===== config.mk =====
export PLATFORM = sky130hd
export DESIGN_NAME = lc3_ctrl
export DESIGN_NICKNAME = d
export VERILOG_FILES = /design/src/rtl/lc3_instruction_core_top_macros.svh /design/src/rtl/lc3_pkg.sv /design/src/rtl/lc3_ctrl.sv
export SDC_FILE = /design/constraint.sdc
export NUM_CORES = 1
export LEC_CHECK = 0
export ABC_AREA = 1
export BUFFER_PORTS_ARGS = -buffer_cell sky130_fd_sc_hd__buf_2
export CORE_AREA = 4 4 41 43
export CTS_CLUSTER_SIZE = 10
export DETAILED_ROUTE_END_ITERATION = 8
export DIE_AREA = 0 0 45 47
export HOLD_SLACK_MARGIN = 0.03
export PLACE_DENSITY = 0.5
export RECOVER_POWER = 25
export SYNTH_ARGS = -nofsm -noshare
export SYNTH_HDL_FRONTEND = slang
export SYNTH_SLANG_ARGS = --single-unit

===== constraint.sdc =====
create_clock -name clk -period 2.7 [get_ports clk]
set_clock_uncertainty 0.05 [all_clocks]
set_input_delay 0 -clock clk [delete_from_list [all_inputs] [get_ports clk]]
set_output_delay 0 -clock clk [all_outputs]
set_load 0.01 [all_outputs]

===== src/rtl/lc3_instruction_core_top_macros.svh =====
// Assertion macros for the LC-3 instruction core
`ifndef LC3_INSTRUCTION_CORE_TOP_MACROS_SVH
`define LC3_INSTRUCTION_CORE_TOP_MACROS_SVH
// Implication checked every clock, disabled in reset
`define LC3_ASSERT_IMP(label, ante, cons, msg) \
  label: assert property (@(posedge clk) disable iff (rst) (ante) |-> (cons)) else $error(msg);
// Implication whose consequent is checked in the next cycle
`define LC3_ASSERT_NEXT(label, ante, cons, msg) \
  label: assert property (@(posedge clk) disable iff (rst) (ante) |=> (cons)) else $error(msg);
`endif


===== src/rtl/lc3_pkg.sv =====
// ----------------------------------------------------------------------------
// lc3_pkg
// Shared types and constants for the LC-3 instruction core.
// ----------------------------------------------------------------------------
package lc3_pkg;

  localparam int unsigned MemWordsDefault = 65536;
  localparam logic [15:0] StartPcReset = 16'h3000;
  localparam logic [2:0]  CcPos = 3'd1;
  localparam logic [2:0]  CcZero = 3'd2;
  localparam logic [2:0]  CcNeg = 3'd4;

  // opcodes
  localparam logic [3:0] OpBr   = 4'd0;
  localparam logic [3:0] OpAdd  = 4'd1;
  localparam logic [3:0] OpLd   = 4'd2;
  localparam logic [3:0] OpSt   = 4'd3;
  localparam logic [3:0] OpJsr  = 4'd4;
  localparam logic [3:0] OpAnd  = 4'd5;
  localparam logic [3:0] OpLdr  = 4'd6;
  localparam logic [3:0] OpStr  = 4'd7;
  localparam logic [3:0] OpRti  = 4'd8;
  localparam logic [3:0] OpNot  = 4'd9;
  localparam logic [3:0] OpLdi  = 4'd10;
  localparam logic [3:0] OpSti  = 4'd11;
  localparam logic [3:0] OpJmp  = 4'd12;
  localparam logic [3:0] OpRes  = 4'd13;
  localparam logic [3:0] OpLea  = 4'd14;
  localparam logic [3:0] OpTrap = 4'd15;

  // trap vectors
  localparam logic [7:0] TrapGetc = 8'h20;
  localparam logic [7:0] TrapOut  = 8'h21;
  localparam logic [7:0] TrapIn   = 8'h23;
  localparam logic [7:0] TrapHalt = 8'h25;

  typedef enum logic [2:0] {
    ST_IDLE,
    ST_FETCH,
    ST_DECODE,
    ST_MEM1,
    ST_MEM2,
    ST_EXEC,
    ST_DONE
  } state_t;

  // memory address source
  typedef enum logic [1:0] {
    ADDR_PC,
    ADDR_EA,
    ADDR_MDR,
    ADDR_LOAD
  } addr_sel_t;

  // controller to datapath
  typedef struct packed {
    addr_sel_t addr_sel;
    logic      mem_we;
    logic      ld_ir;
    logic      ld_mdr;
    logic      exec;
    logic      load_item;
    logic      out_valid;
  } ctrl_t;

  // datapath to controller
  typedef struct packed {
    logic [3:0] opcode;
    logic       stopped;
  } stat_t;

  function automatic logic [15:0] sext(input logic [15:0] v, input int unsigned bits);
    logic [15:0] r;
    r = v;
    for (int i = 0; i < 16; i++) begin
      if (i >= bits) r[i] = v[bits-1];
    end
    return r;
  endfunction

  function automatic logic [2:0] cc_of(input logic [15:0] v);
    logic [2:0] c;
    if (v == 16'd0) c = CcZero;
    else if (v[15]) c = CcNeg;
    else c = CcPos;
    return c;
  endfunction

endpackage


===== src/rtl/lc3_ctrl.sv =====
// ----------------------------------------------------------------------------
// lc3_ctrl
// Sequencer for load and step items.
// ----------------------------------------------------------------------------
module lc3_ctrl (
  input  logic           clk,
  input  logic           rst,
  input  logic           start,
  input  logic           operation,
  input  lc3_pkg::stat_t stat,
  output logic           busy,
  output lc3_pkg::ctrl_t ctrl
);

  lc3_pkg::state_t state;
  lc3_pkg::state_t state_next;

  // state register
  always_ff @(posedge clk) begin
    if (rst) begin
      state <= lc3_pkg::ST_IDLE;
    end else begin
      state <= state_next;
    end
  end

  // next state
  always_comb begin
    state_next = state;
    case (state)
      lc3_pkg::ST_IDLE: begin
        if (start) begin
          if (!operation || stat.stopped) state_next = lc3_pkg::ST_DONE;
          else state_next = lc3_pkg::ST_FETCH;
        end
      end
      lc3_pkg::ST_FETCH:  state_next = lc3_pkg::ST_DECODE;
      lc3_pkg::ST_DECODE: begin
        if (stat.opcode == lc3_pkg::OpLd || stat.opcode == lc3_pkg::OpLdr ||
            stat.opcode == lc3_pkg::OpLdi || stat.opcode == lc3_pkg::OpSti) begin
          state_next = lc3_pkg::ST_MEM1;
        end else begin
          state_next = lc3_pkg::ST_EXEC;
        end
      end
      lc3_pkg::ST_MEM1: begin
        if (stat.opcode == lc3_pkg::OpLdi) state_next = lc3_pkg::ST_MEM2;
        else state_next = lc3_pkg::ST_EXEC;
      end
      lc3_pkg::ST_MEM2:   state_next = lc3_pkg::ST_EXEC;
      // result is shown the cycle after the state update
      lc3_pkg::ST_EXEC:   state_next = lc3_pkg::ST_DONE;
      lc3_pkg::ST_DONE:   state_next = lc3_pkg::ST_IDLE;
      default:            state_next = lc3_pkg::ST_IDLE;
    endcase
  end

  // outputs
  always_comb begin
    ctrl = '0;
    ctrl.addr_sel = lc3_pkg::ADDR_PC;
    busy = (state != lc3_pkg::ST_IDLE);
    case (state)
      lc3_pkg::ST_IDLE: begin
        ctrl.addr_sel = lc3_pkg::ADDR_LOAD;
        ctrl.load_item = start && !operation;
        ctrl.mem_we = start && !operation;
      end
      lc3_pkg::ST_FETCH: begin
        ctrl.addr_sel = lc3_pkg::ADDR_PC;
      end
      lc3_pkg::ST_DECODE: begin
        ctrl.ld_ir = 1'b1;
        ctrl.addr_sel = lc3_pkg::ADDR_EA;
      end
      lc3_pkg::ST_MEM1: begin
        ctrl.ld_mdr = 1'b1;
        ctrl.addr_sel = lc3_pkg::ADDR_MDR;
      end
      lc3_pkg::ST_MEM2: begin
        ctrl.ld_mdr = 1'b1;
      end
      lc3_pkg::ST_EXEC: begin
        ctrl.exec = 1'b1;
        ctrl.addr_sel = (stat.opcode == lc3_pkg::OpSti) ? lc3_pkg::ADDR_MDR
                                                         : lc3_pkg::ADDR_EA;
        ctrl.mem_we = (stat.opcode == lc3_pkg::OpSt || stat.opcode == lc3_pkg::OpStr ||
                       stat.opcode == lc3_pkg::OpSti);
      end
      lc3_pkg::ST_DONE: begin
        ctrl.out_valid = 1'b1;
      end
      default: begin
        ctrl.out_valid = 1'b0;
      end
    endcase
  end

endmodule


==> flow_metrics.tcl, run 1 <==
set metrics [dict create \
    status "complete, no violations" \
    async_flop_share_pct 0 \
    reg2reg_to "state[2]" \
    vias 401 \
    yosysUniqueCellTypes 17 \
    multi_input_area_um2 193 \
    power_density_nw_per_um2 1190 \
    dp_hpwl_um 727 \
    yosysWarnings 0 \
    yosys-top-cells-area "dfxtp_1, nand2_1, inv_1" \
    place_area_um2 414 \
    yosysTopAreaCellShare_pct 19.4 \
    met3_usage_pct 0.766 \
    instances_no_fill 93 \
    drive_gt1_share_pct 37.2 \
    cp.required_ns 2.78 \
    clock_tree.htree_level_count 1 \
    share_seq_of_total_power_pct 19.8 \
    synth_most_common_cell "nand2_1" \
    routedWlPerCell_um 9.57 \
    leakagePower_uw 0.000249 \
    cts.sinks 3 \
    critPathLaunchType "flip-flop" \
    finalMaxSlewViolations 0 \
    grtUsageTotal_pct 9.78 \
    num_rows 13 \
    fill_cells 156 \
    crit_chain "nor2_2 > nand2_2 > o21ai_2 > dlygate4sd3_1 > nor2_1" \
    hp-start "start" \
    crit_arrival_ns 1.70 \
    drc 0 \
    vdd_drop_max_mv 0.585 \
    cts_root_buffer "clkbuf_4" \
    synth_nets 63 \
    drtPass1Iterations 4 \
    clk_latency_ns 0.23 \
    met2_usage_pct 16.4 \
    setup_tns_ns 0 \
    fin_area_um2 458 \
    holdPathEnd "state[0]" \
    slew_headroom_pct 82.9 \
    synth_commonest_cells "nand2_1, inv_1, a21oi_1" \
    hold_class "primary input to flip-flop" \
    cts_buffer_depth 2 \
    routed_wl_um 890 \
    grt_pass1_vias 424 \
    max_freq_ghz 0.617 \
    rr_worst_depth 5 \
    r2r_slack_ns 1.08 \
    largest_reg_flops 3 \
    synthCells 54 \
    grt-ovfl-total 0 \
    cts_tree "yes" \
    dp_cells 86 \
    core_um2 1300 \
    portBuffers 17 \
    cp_top_family "buffers and inverters" \
    antenna_found_initial 0 \
    die_h_um 47 \
    worstSetupEndpointType "flip-flop" \
    reg.largest.list "state (3)" \
    diodes 0 \
    top_usage_layer "met2" \
    detail_route.iter0.violations 3 \
    crit_buf_inv 1 \
    switching_power_uw 278 \
    pwr-share-comb_pct 65.6 \
    p_int_uw 266 \
    ioPinCount 18 \
    netlist_area_um2 310 \
    die_w_um 45 \
    seq_area_frac_synth_pct 19.4 \
    area_delta_synth_final_pct 47.6 \
    finalCriticalPeriod_ns 1.62 \
    finalCritPeriodShare_pct 60.0 \
    die-area_um2 2120 \
    cts_buffers 3 \
    setup_violations 0 \
    synth.avg_cell_area_um2 5.75 \
    cp_max_fo 6 \
    r2r-start "state[1]" \
    cp_slowest_cell "dlygate4sd3_1" \
    whs_path_depth 3 \
    grt_max_degree 7 \
    rsz0062_at_grt "no" \
    largest_register "state" \
    ant_nets 0 \
    start_util_pct 23.8 \
    routed_via_density 4.31 \
    cap_violations 0 \
    ys_ff_latch 3 \
    worst_pin_slew_ns 0.257 \
    synth_edf_count 0 \
    cpPeakStageDelay_ns 0.58 \
    ys.flop_type "dfxtp_1" \
    routabilityCongestion 0.725 \
    hold_violations 0 \
    fin_nets 88 \
    grt_util_met1_pct 11.8 \
    clockPowerShare_pct 14.6 \
    path_clk_slew_ns 0.04 \
    grt_pass1_wl_mm 1.53 \
    seq_area_um2 60.1 \
    critical_path_class "flip-flop to flip-flop" \
    switching_share_pct 51.1 \
    yosysTopAreaCell "dfxtp_1" \
]
-- through the flow --
step	utilization (%)	worst slack [ns]	hold WS [ns]	power [uW]
2_1_floorplan	-	1.67	0.00440	342
3_3_place_gp	31.8	1.60	0.227	459
3_5_place_dp	31.8	1.61	0.232	458
4_1_cts	36.2	1.07	0.0305	559
5_1_grt	35.2	1.01	0.0459	597
6_report	35.2	1.08	0.0342	543
-- tightest hold or removal path, delay by kind of cell --
family	cells	cell delay, ns
AO/OA/AOI/OAI	2	0.17
buffers and inverters	1	0.10
-- power by group through the flow --
stage	Clock [uW]	Combinational [uW]	Sequential, uW
after floorplan	0	241	101
after global placement	0	350	110
after detailed placement	0	348	110
after CTS	80.5	368	110
after global routing	82.7	403	112
final	79.2	356	108
-- worst max path at each step --
stage | from | to | slack, ns | depth (start not counted)
detailed placement | state[0] | state[2] | 1.61 | 4
CTS | state[1] | state[2] | 1.07 | 5
global route | state[1] | state[2] | 1.01 | 5
global placement | state[1] | state[2] | 1.60 | 4
finish | state[1] | state[2] | 1.08 | 5
floorplan | state[1] | ctrl[5] | 1.67 | 3
-- cells in the final DEF (no fill, tap or decap), types with 2 or more instances in the layout --
cell type	synthesis	final
buf_2	0	17
dfxtp_1	3	3
clkbuf_4	0	3
nor2_1	4	4
dlygate4sd3_1	0	3
inv_2	4	4
a21oi_1	5	5
nor3_1	3	4
inv_1	8	8
nand3_1	4	5
nand2_1	12	13
nor2_2	2	2
-- cell families after synthesis --
kind of cell	after synthesis	synth area share, %
buffers and inverters	12	14.5
and+or+nand+nor	31	50.8
AOI/OAI and AO/OA	8	15.3
DFF	3	19.4
-- routing by layer --
layer	vias up	wire [um]	share of wire (%)
met5	-	0	0
met4	0	0	0
met3	0	55	6.2
met2	12	421	47
met1	170	413	46
li1	219	-	-
-- final cells by class --
class                           instances  share of cell area [%]
Clock buffer                            4                    5.74
Inverter                               12                    9.84
Multi-Input combinational cell         39                    42.1
Sequential cell                         3                    13.1
Tap cell                               15                    4.10
Timing Repair Buffer                   20                    25.1
-- what timing repair did --
item                      CTS  global route
resized for setup           0             0
setup buffers               0             0
hold buffers                3             0
hold endpoints to repair    3             0
(Power assumes the default switching activity.)
==> inputs of run 2 (changes only) <==
Clock period 2.7 ns to 1.7 ns, I/O delays scaled along.
==> run 2 against run 1 <==
  * First-iteration DRC count grew 67%
  * Cell area grew 3.0%
  * Core utilization grew 1.1 points
  * Worst hold slack gained 0.069 ns
  * Sequential power grew 64%
  * Die area is the same
==> flow_metrics.tcl, run 2 (same netlist as run 1, synthesis figures left out) <==
set metrics [dict create \
    vdd_drop_max_mv 0.736 \
    grt_pass1_wl_mm 1.44 \
    finalMaxSlewViolations 0 \
    worstSetupEndpointType "flip-flop" \
    grt_util_met1_pct 11.1 \
    diodes 0 \
    drive_gt1_share_pct 42.3 \
    most-common-layout-cells "buf_2, nand2_1, inv_1" \
    cpPeakStageDelay_ns 0.58 \
    cts_tree "yes" \
    final_common_cell "buf_2" \
    die_h_um 47 \
    power_density_nw_per_um2 1820 \
    hold_slack_ns 0.103 \
    finalCritPeriodShare_pct 93.9 \
    die-area_um2 2120 \
    routed_via_density 4.30 \
    met2_usage_pct 15.0 \
    worst_pin_slew_ns 0.241 \
    leakagePower_uw 0.000250 \
    met3_usage_pct 3.07 \
    critPathLaunchType "flip-flop" \
    cts_buffers 3 \
    cap_violations 0 \
    fin_nets 88 \
    critical_path_class "flip-flop to flip-flop" \
    top_usage_layer "met2" \
    cp_slowest_cell "dlygate4sd3_1" \
    grt_pass1_vias 390 \
    drc 0 \
    num_rows 13 \
    largest_reg_flops 3 \
    cp.required_ns 1.82 \
    path_clk_slew_ns 0.04 \
    cts_root_buffer "clkbuf_4" \
    grt_max_degree 7 \
    crit_arrival_ns 1.71 \
    portBuffers 17 \
    max_freq_ghz 0.626 \
    cts_buffer_depth 2 \
    postCtsSetupBuffers 0 \
    final_util_pct 36.3 \
    finalCriticalPeriod_ns 1.60 \
    largest_register "state" \
    antenna_found_initial 0 \
    cp_max_fo 6 \
    hold_class "primary input to flip-flop" \
    reg.largest.list "state (3)" \
    core_um2 1300 \
    drtPass1Iterations 3 \
    routabilityCongestion 0.725 \
    clock_tree.htree_level_count 1 \
    start_util_pct 23.8 \
    cts.sinks 3 \
    grt-ovfl-total 0 \
    status "complete, no violations" \
    setup_violations 0 \
    crit_chain "inv_2 > nand2_2 > o21ai_2 > dlygate4sd3_1 > a21oi_1" \
    area_delta_synth_final_pct 52.0 \
    dp_hpwl_um 712 \
    routedWlPerCell_um 9.20 \
    ant_nets 0 \
    detail_route.iter0.violations 5 \
    clk_latency_ns 0.23 \
    place_area_um2 414 \
    rsz0062_at_grt "no" \
    die_w_um 45 \
    vias 400 \
    slew_headroom_pct 83.8 \
    power_uw 860 \
    ioPinCount 18 \
    hold_violations 0 \
    grtUsageTotal_pct 9.15 \
    fin_area_um2 472 \
    routed_wl_um 856 \
    setup_tns_ns 0 \
]
## run 2: cell counts in the layout (fill, tap and decap cells not counted)
Identical to the previous run, type by type.
## run 2: path summary, 6_finish.rpt
path	startpoint	cells past startpoint	slack (ns)	to
max	state[2]	5	0.10	state[1]
max reg2reg	state[2]	5	0.10	state[1]
min	stat[2]	4	0.10	state[0]
min reg2reg	state[0]	4	0.58	state[0]
## run 2: power by group
group,switching (uW),internal (uW)
clock network,36.3,87.9
logic,338,221
registers,67.9,109
## run 2: critical path, delay by kind of cell (launching register included)
family | cells | cell delay [ns]
AO/OA/AOI/OAI | 2 | 0.19
buffers and inverters | 2 | 0.70
flip-flops | 1 | 0.44
AND/OR/NAND/NOR | 1 | 0.16
## run 2: what timing repair did
| item | in CTS | in global routing |
|---|---|---|
| resized for setup | 0 | 1 |
| hold buffers | 3 | 0 |
| hold endpoints to repair | 3 | 0 |
| endpoints found under the setup margin | 0 | 2 |
## run 2: layout make-up
class	instances	area, um^2
clock buffers	4	26.3
fillers	150	830
inverters	12	45.0
multi-input cells	39	205
flip-flops and latches	3	61.3
well taps	15	18.8
repair buffers	20	115
## run 2: per-stage QoR
step	setup WS, ns	cells
2_1_floorplan	0.669	54
3_3_place_gp	0.595	86
3_5_place_dp	0.624	86
4_1_cts	0.0937	93
5_1_grt	0.00592	93
6_report	0.104	93
## run 2: layer usage
| layer | wire length, um | part of all wire [%] |
|---|---|---|
| met5 | 0 | 0 |
| met4 | 0 | 0 |
| met3 | 75 | 8.8 |
| met2 | 406 | 47 |
| met1 | 374 | 44 |
